===== src/rtl/ssd_pkg.sv =====
// shared types, constants and the glyph lookup of the seven-segment text scan driver
// depends on: nothing
package ssd_pkg;

   // item kind carried on tuser
   typedef enum logic {
      OP_CHAR = 1'b0,
      OP_TICK = 1'b1
   } opcode_type;

   // one input word after unpacking
   typedef struct packed {
      opcode_type opcode;
      logic [7:0] char_code;
      logic       last_char;
   } req_item_type;

   // one result word, digit_select in the low byte
   typedef struct packed {
      logic [7:0] segment_code;
      logic [7:0] digit_select;
   } rsp_item_type;

   localparam logic [7:0] BLANK_CODE  = 8'hff;
   localparam logic [7:0] POINT_CLEAR = 8'h7f;
   localparam logic [7:0] DASH_CODE   = 8'hbf;
   localparam logic [7:0] DOT_CHAR    = 8'h2e;

   // active-low glyphs for 0-9 and A b C d E F
   localparam logic [7:0] GLYPH_TABLE [16] = '{
      8'hc0, 8'hf9, 8'ha4, 8'hb0, 8'h99, 8'h92, 8'h82, 8'hf8,
      8'h80, 8'h90, 8'h88, 8'h83, 8'hc6, 8'ha1, 8'h86, 8'h8e
   };

   // ascii character to active-low segment code, blank if no glyph
   function automatic logic [7:0] char_to_code(input logic [7:0] c);
      logic [7:0] code;
      code = BLANK_CODE;
      if (c >= 8'h30 && c <= 8'h39) begin
         code = GLYPH_TABLE[c[3:0]];
      end else begin
         unique case (c)
            8'h41:   code = GLYPH_TABLE[10];
            8'h62:   code = GLYPH_TABLE[11];
            8'h43:   code = GLYPH_TABLE[12];
            8'h64:   code = GLYPH_TABLE[13];
            8'h45:   code = GLYPH_TABLE[14];
            8'h46:   code = GLYPH_TABLE[15];
            8'h2d:   code = DASH_CODE;
            default: code = BLANK_CODE;
         endcase
      end
      return code;
   endfunction

endpackage


===== src/rtl/ssd_in_reg.sv =====
// input register stage: holds one accepted word until the engine takes it
// depends on: ssd_pkg
module ssd_in_reg import ssd_pkg::*; (
   input  logic         clock,
   input  logic         reset,
   input  logic         req_tvalid,
   output logic         req_tready,
   input  req_item_type req_item,
   input  logic         out_free,
   output logic         fire,
   output req_item_type item
);

   logic         valid_ff, valid_in;
   req_item_type item_ff, item_in;
   logic         accept;

   // a char word never waits, a tick waits for room in the result register
   assign fire       = valid_ff && ((item_ff.opcode == OP_CHAR) || out_free);
   assign req_tready = !valid_ff || fire;
   assign accept     = req_tvalid && req_tready;
   assign item       = item_ff;

   // next state
   always_comb begin
      valid_in = valid_ff;
      item_in  = item_ff;
      if (accept) begin
         valid_in = 1'b1;
         item_in  = req_item;
      end else if (fire) begin
         valid_in = 1'b0;
      end
   end

   // control register
   always_ff @(posedge clock) begin
      if (reset) begin
         valid_ff <= 1'b0;
      end else begin
         valid_ff <= valid_in;
      end
   end

   // payload register
   always_ff @(posedge clock) begin
      item_ff <= item_in;
   end

endmodule


===== src/rtl/ssd_engine.sv =====
// frame buffer, held character and scan pointer; builds the result of a tick
// depends on: ssd_pkg
module ssd_engine import ssd_pkg::*; #(
   parameter int NUM_DIGITS = 8
) (
   input  logic         clock,
   input  logic         reset,
   input  logic         fire,
   input  req_item_type item,
   output rsp_item_type result
);

   localparam int SCAN_W = (NUM_DIGITS > 1) ? $clog2(NUM_DIGITS) : 1;
   localparam int POS_W  = $clog2(NUM_DIGITS + 1);
   localparam logic [POS_W-1:0]  POS_LIMIT = POS_W'(NUM_DIGITS);
   localparam logic [SCAN_W-1:0] SCAN_LAST = SCAN_W'(NUM_DIGITS - 1);

   logic [7:0]            codes_ff [NUM_DIGITS];
   logic [7:0]            codes_in [NUM_DIGITS];
   logic [NUM_DIGITS-1:0] shown_ff, shown_in;
   logic [SCAN_W-1:0]     scan_ff, scan_in;
   logic [POS_W-1:0]      pos_ff, pos_in;
   logic [7:0]            held_code_ff, held_code_in;
   logic                  held_valid_ff, held_valid_in;
   logic                  held_point_ff, held_point_in;

   logic                  take_point;
   logic                  commit_a;
   logic                  commit_b;
   logic [POS_W-1:0]      pos_b;
   logic [7:0]            new_code;
   logic [NUM_DIGITS-1:0] shown_base;

   // tick result: one-hot select of the scanned digit (none past digit 7) and its code
   always_comb begin
      for (int k = 0; k < 8; k++) begin
         result.digit_select[k] = (k < NUM_DIGITS) && (scan_ff == SCAN_W'(k));
      end
      result.segment_code = shown_ff[scan_ff] ? codes_ff[scan_ff] : BLANK_CODE;
   end

   // character decode: a dot attaches to the held digit once, anything else
   // pushes the held digit out and becomes the new held digit
   always_comb begin
      take_point = (item.char_code == DOT_CHAR) && held_valid_ff && !held_point_ff;
      commit_a   = !take_point && held_valid_ff && (pos_ff < POS_LIMIT);
      pos_b      = pos_ff + POS_W'(commit_a);
      new_code   = take_point ? (held_code_ff & POINT_CLEAR) : char_to_code(item.char_code);
      commit_b   = item.last_char && (pos_b < POS_LIMIT);
      // first character of a frame forgets which digits the last frame wrote
      shown_base = ((pos_ff == '0) && !held_valid_ff) ? '0 : shown_ff;
   end

   // next state
   always_comb begin
      codes_in      = codes_ff;
      shown_in      = shown_ff;
      scan_in       = scan_ff;
      pos_in        = pos_ff;
      held_code_in  = held_code_ff;
      held_valid_in = held_valid_ff;
      held_point_in = held_point_ff;
      if (fire) begin
         unique case (item.opcode)
            OP_TICK: begin
               scan_in = (scan_ff == SCAN_LAST) ? '0 : scan_ff + SCAN_W'(1);
            end
            OP_CHAR: begin
               shown_in = shown_base;
               // up to two digits land per word: the pushed-out one and, at
               // frame end, the one just formed
               for (int k = 0; k < NUM_DIGITS; k++) begin
                  if (commit_a && (pos_ff == POS_W'(k))) begin
                     codes_in[k] = held_code_ff;
                     shown_in[k] = 1'b1;
                  end
                  if (commit_b && (pos_b == POS_W'(k))) begin
                     codes_in[k] = new_code;
                     shown_in[k] = 1'b1;
                  end
               end
               if (item.last_char) begin
                  pos_in        = '0;
                  held_code_in  = BLANK_CODE;
                  held_valid_in = 1'b0;
                  held_point_in = 1'b0;
               end else begin
                  pos_in        = pos_b;
                  held_code_in  = new_code;
                  held_valid_in = 1'b1;
                  held_point_in = take_point;
               end
            end
         endcase
      end
   end

   // state registers
   always_ff @(posedge clock) begin
      if (reset) begin
         for (int k = 0; k < NUM_DIGITS; k++) begin
            codes_ff[k] <= 8'h00;
         end
         shown_ff      <= '1;
         scan_ff       <= '0;
         pos_ff        <= '0;
         held_code_ff  <= BLANK_CODE;
         held_valid_ff <= 1'b0;
         held_point_ff <= 1'b0;
      end else begin
         codes_ff      <= codes_in;
         shown_ff      <= shown_in;
         scan_ff       <= scan_in;
         pos_ff        <= pos_in;
         held_code_ff  <= held_code_in;
         held_valid_ff <= held_valid_in;
         held_point_ff <= held_point_in;
      end
   end

endmodule


===== src/rtl/ssd_out_reg.sv =====
// result register: holds one result word until the sink takes it
// depends on: ssd_pkg
module ssd_out_reg import ssd_pkg::*; (
   input  logic         clock,
   input  logic         reset,
   input  logic         load,
   input  rsp_item_type result,
   output logic         out_free,
   output logic         rsp_tvalid,
   input  logic         rsp_tready,
   output logic [15:0]  rsp_tdata
);

   logic         valid_ff, valid_in;
   rsp_item_type data_ff, data_in;

   assign out_free   = !valid_ff || rsp_tready;
   assign rsp_tvalid = valid_ff;
   assign rsp_tdata  = data_ff;

   // next state, a load only comes while the register is free
   always_comb begin
      valid_in = valid_ff;
      data_in  = data_ff;
      if (load) begin
         valid_in = 1'b1;
         data_in  = result;
      end else if (rsp_tready) begin
         valid_in = 1'b0;
      end
   end

   // control register
   always_ff @(posedge clock) begin
      if (reset) begin
         valid_ff <= 1'b0;
      end else begin
         valid_ff <= valid_in;
      end
   end

   // payload register
   always_ff @(posedge clock) begin
      data_ff <= data_in;
   end

endmodule


===== src/rtl/seven_segment_text_scan_driver_core.sv =====
// top level of the seven-segment text scan driver
// depends on: ssd_pkg, ssd_in_reg, ssd_engine, ssd_out_reg
//
//   channel | dir | tdata                          | tuser           | tlast
//   req_    | in  | [7:0] char_code                | opcode (1=tick) | last_char
//   rsp_    | out | [7:0] digit_select, [15:8] seg | -               | -
//
// one word per cycle sustained while no tick waits; an accepted tick reaches rsp
// valid through the input register, then the result register
// a character word never waits; a tick waits in the input register only while
// the result register is full and not being taken
// synchronous active-high reset; every digit then shows code 0x00 until the first character word
module seven_segment_text_scan_driver_core import ssd_pkg::*; #(
   parameter int NUM_DIGITS = 8
) (
   input  logic        clock,
   input  logic        reset,
   input  logic        req_tvalid,
   output logic        req_tready,
   input  logic [7:0]  req_tdata,   // [7:0] char_code
   input  logic        req_tuser,   // [0] opcode
   input  logic        req_tlast,   // last_char
   output logic        rsp_tvalid,
   input  logic        rsp_tready,
   output logic [15:0] rsp_tdata    // [7:0] digit_select, [15:8] segment_code
);

   req_item_type req_item;
   req_item_type item;
   rsp_item_type result;
   logic         fire;
   logic         out_free;
   logic         load;

   // unpack the input word
   assign req_item = '{opcode: opcode_type'(req_tuser), char_code: req_tdata,
                       last_char: req_tlast};

   // only a tick produces a result
   assign load = fire && (item.opcode == OP_TICK);

   ssd_in_reg u_in_reg (
      .clock      (clock),
      .reset      (reset),
      .req_tvalid (req_tvalid),
      .req_tready (req_tready),
      .req_item   (req_item),
      .out_free   (out_free),
      .fire       (fire),
      .item       (item)
   );

   ssd_engine #(
      .NUM_DIGITS (NUM_DIGITS)
   ) u_engine (
      .clock  (clock),
      .reset  (reset),
      .fire   (fire),
      .item   (item),
      .result (result)
   );

   ssd_out_reg u_out_reg (
      .clock      (clock),
      .reset      (reset),
      .load       (load),
      .result     (result),
      .out_free   (out_free),
      .rsp_tvalid (rsp_tvalid),
      .rsp_tready (rsp_tready),
      .rsp_tdata  (rsp_tdata)
   );

endmodule


===== config.mk =====
export PLATFORM = sky130hd
export DESIGN_NAME = seven_segment_text_scan_driver_core
export DESIGN_NICKNAME = d
export VERILOG_FILES = /design/src/rtl/ssd_pkg.sv /design/src/rtl/ssd_in_reg.sv /design/src/rtl/ssd_engine.sv /design/src/rtl/ssd_out_reg.sv /design/src/rtl/seven_segment_text_scan_driver_core.sv
export SDC_FILE = /design/constraint.sdc
export NUM_CORES = 1
export LEC_CHECK = 0
export ABC_AREA = 0
export ABC_CLOCK_PERIOD_IN_PS = 4150
export BUFFER_PORTS_ARGS = -buffer_cell sky130_fd_sc_hd__buf_4
export CAP_MARGIN = 25
export CORE_MARGIN = 5
export CORE_UTILIZATION = 40
export DETAILED_ROUTE_END_ITERATION = 8
export GPL_TIMING_DRIVEN = 0
export HOLD_SLACK_MARGIN = 0.05
export MAX_ROUTING_LAYER = met4
export PLACE_DENSITY = 0.55
export SETUP_SLACK_MARGIN = 0.3
export SYNTH_ARGS = -nofsm -noshare
export SYNTH_HDL_FRONTEND = slang
export SYNTH_HIERARCHICAL = 1
export SYNTH_SLANG_ARGS = --single-unit

===== constraint.sdc =====
create_clock -name clock -period 4.15 [get_ports clock]
set_input_delay 0.2075 -clock clock [delete_from_list [all_inputs] [get_ports clock]]
set_output_delay 0.2075 -clock clock [all_outputs]
set_load 0.05 [all_outputs]

==> summary.log <==
qor: cts.cts.root.buffer_cell clkbuf_16
qor: timing.max_clk_rate 0.2773 GHz
qor: finish.final_cell_mix 91 x dfxtp_1, 70 x nor2_1, 57 x a21oi_1, 55 x nand2_1, 47 x o21ai_0
qor: floorplanning.num_rows 46
qor: routing.drc_errors 0
qor: cts.cts_sinks 117
qor: worst_setup_path.worst_ep_arrival_time 3.87 ns
qor: grt.first_global_vias 5518
qor: synthesis.top_area_cells_in_the_synthesized_netlist dfxtp_1 28%, edfxtp_1 12%, mux4_2 6.2%
qor: synthesis.main_combinational_cell_family_by_area_after_synthesis compound AO/OA/AOI/OAI gates
qor: synthesis.synth.area.mux_share 0.07806
qor: floorplanning.die_width 137.6 um
qor: cts.insertion_delay_of_the_later_clocked_pin_in_the_worst_skew_pair 0.41 ns
qor: synthesis.netlist_area_before_placement 0.006507 mm^2
qor: synthesis.synth_sequential_area_ratio 0.3999
qor: timing.finalClockSkew 0.009947 ns
qor: finish.finish.cell_count_without_fillers 973
qor: synthesis.synth.net_count 707
qor: worst_setup_path.worst_setup_path_end_kind flop
qor: cts.cts_made_buffers 17
qor: routing.routedWlPerCell 20.72 um
qor: routing.drt-initial-drc-count 667
qor: finish.finalCoreUtilization 0.4844
qor: synthesis.post_synth.cell_area_avg 9.556 um^2
qor: grt.global_route.overflow_total 0
qor: place.post-place-cells 928
qor: hold_path.worst_hold_path_type in2reg
qor: finish.stdcell_area 0.007722 mm^2
qor: grt.grt_pass1_wl 31.41 mm
qor: synthesis.ys.warnings.count 6
qor: floorplanning.top_level_ports 32
qor: routing.detail_route.first_pass.iterations 6
qor: floorplanning.initial_utilization 0.4082
qor: synthesis.synth-main-ff-cell dfxtp_1
qor: timing.rsz0062_at_grt false
qor: place.dpl-instance-area 0.007010 mm^2
qor: finish.layout-drive-gt1-share 0.2246
qor: place.place_hpwl 14.50 mm
qor: timing.finalMaxSlewViolations 0
qor: cts.clock_tree.htree_level_count 4
qor: timing.timing_worst_slew_pin_value 0.9766 ns
qor: synthesis.synth_compound_area_frac 0.2476
qor: routing.postRouteWirelength 20.16 mm
qor: place.finalWeightedCongestion 0.8599
qor: synthesis.post-synth-top-area-fraction 0.2799
qor: worst_setup_path.critPathKind reg2reg
qor: synthesis.synth_cells 681
qor: flow_run.timing.max_cap.violations 0
qor: synthesis.ys_async_sr_fraction 0
qor: place.place.port_buffers 31
qor: grt.antenna_found_initial 0
qor: grt.gr-usage-all-layers 0.2274
qor: finish.finalNetCount 770
qor: finish.antennaDiodeCount 0
qor: floorplanning.die-area 0.01892 mm^2
qor: floorplanning.fp.coreArea 0.01594 mm^2
qor: power_and_ir_drop.leakagePower 0.002821 uW
qor: synthesis.synth_cell_type_count 84
qor: routing.vias 5732
qor: routing.final_antenna_net_count 0
qor: cts.cts_tree done
qor: worst_setup_path.crit_path_start_kind flop
qor: power_and_ir_drop.max-vdd-ir-drop 0.2545 mV
qor: cts.clkSlewWorstSetupHoldPaths 0.05 ns
qor: worst_setup_path.worst_path_required 4.41 ns
qor: finish.area_growth 18.67%
qor: worst_setup_path.critical_path.max_fanout 10
qor: timing.post-route-period-util 0.8690
qor: timing.layout_min_cycle_time 3.606 ns
qor: worst_setup_path.reg2reg_setup_slack 0.54 ns
qor: synthesis.area_share_of_and_or_nand_nor_cells_after_synthesis 0.1965
qor: run_status.status complete, no violations
qor: synthesis.biggest_area_consumer_among_synthesized_cells dfxtp_1
qor: grt.largest_net_degree_at_the_start_of_global_routing 18
qor: power_and_ir_drop.power.density_cell_area 356.4 mW/mm^2
qor: synthesis.yosys.area_share.adder 0.02307
qor: timing.slew_headroom 0.3431
qor: floorplanning.die_h 137.6 um
qor: timing.hold_violations 0
qor: synthesis.synth_xor_xnor_area_share 0.002692
qor: power_and_ir_drop.fin_total_pwr 2752 uW
qor: finish.layout.cells.most_common dfxtp_1
qor: synthesis.number_of_register_bits_inferred_by_synthesis 117
qor: synthesis.synth-edff-count 26
qor: routing.via_per_inst 5.891
qor: cts.cts.path.max_buffers 2
qor: timing.finalSetupViolations 0
-- layout make-up --
type	count	area [um^2]
Buffer	50	276.5
Inverter	17	63.81
Timing Repair Buffer	44	360.3
Tap cell	216	270.3
Clock inverter	14	112.6
Fill cell	1531	8220
Clock buffer	18	429.2
Sequential cell	117	2603
Multi-Input combinational cell	497	3607
-- state kept, by name, summed over array words and instances (netlist names) --
signal	cells
u_engine/codes_ff	64
u_engine/held_code_ff	8
u_engine/held_point_ff	1
u_engine/held_valid_ff	1
u_engine/pos_ff	4
u_engine/scan_ff	3
u_engine/shown_ff	8
u_in_reg/item	10
u_in_reg/valid_ff	1
u_out_reg/rsp_tdata	16
u_out_reg/rsp_tvalid	1
-- kinds of logic after synthesis --
kind of cell	count (synthesis)
XOR/XNOR	2
flip-flops	117
AND/OR/NAND/NOR	240
multiplexers	28
adder cells (fa/ha/maj)	12
AO/OA/AOI/OAI	215
buffers and inverters	67
-- synth_stat cells (3+ instances only) --
cell type  number
a211oi_1        4
a211oi_2        3
a21oi_1        57
a21oi_2         5
a221oi_1        4
a221oi_2       12
a31oi_1        14
a32oi_1        12
and2_1          5
and3_1          9
buf_1           3
buf_2          13
buf_4           9
buf_6           5
clkbuf_1       20
dfxtp_1        91
edfxtp_1       26
ha_1           12
inv_1          16
mux2i_1         8
mux4_2         18
nand2_1        56
nand2b_1        7
nand3_1        21
nand3b_1        6
nand4_1         3
nor2_1         70
nor2b_1        15
nor3_1         19
o21ai_0        47
o21ai_1        10
o21bai_1        3
o22a_1          5
o41ai_1         3
or3_1           7
or3_4           3
-- final timing paths --
check             cells after the start                                end                              start
hold / removal                        3  u_out_reg/rsp_tvalid$_SDFFE_PP0P_                         rsp_tready
setup reg to reg                     15  u_engine/codes_ff[6]$_SDFFE_PP0P_         u_in_reg/item[1]$_DFFE_PP_
setup / recovery                     15  u_engine/codes_ff[6]$_SDFFE_PP0P_         u_in_reg/item[1]$_DFFE_PP_
hold reg to reg                       2  u_engine/shown_ff[6]$_SDFFE_PP1P_  u_engine/shown_ff[6]$_SDFFE_PP1P_
-- through the flow --
stage / hold WS, ns / setup TNS [ns] / worst slack, ns
after CTS: 0.07934 / 0 / 0.3121
final: 0.09254 / 0 / 0.5438
after detailed placement: 0.3870 / -0.3043 / -0.05956
after floorplan: 0.2699 / 0 / 0.6522
after global placement: 0.3855 / 0 / 0.008275
after global routing: 0.08580 / 0 / 0.3320
-- worst max-delay path: stages, from the launching register on --
cell      delay, ns
edfxtp_1       0.45
inv_1          0.10
ha_1           0.20
clkbuf_2       0.18
nand2b_1       0.22
nor4_4         0.06
nor3_1         0.14
ha_1           0.32
ha_2           0.31
xor2_2         0.23
nand2_2        0.16
or3_1          0.38
buf_4          0.17
buf_6          0.15
a221oi_2       0.30
nor3_1         0.08
-- power by group --
part | internal, uW | switching, uW
logic | 72.8 | 133
registers | 1190 | 15.9
clock network | 815 | 529
total | 2070 | 677
-- what timing repair did --
action	in CTS	in global routing
resized for setup	1	9
pin swaps	1	0
endpoints found under the hold margin	12	0
endpoints found under the setup margin	65	59
buffers inserted	1	0
hold buffers	12	0
cloned	0	0
-- metal layers --
layer | wire (um) | vias to the layer above | track usage
li1 | - | 2672 | -
met1 | 8487 | 2792 | 0.2940
met2 | 9537 | 229 | 0.3536
met3 | 1478 | 39 | 0.03944
met4 | 656 | 0 | 0.09368
met5 | 0 | - | -
Note: power is estimated with default switching activity, not from simulation.
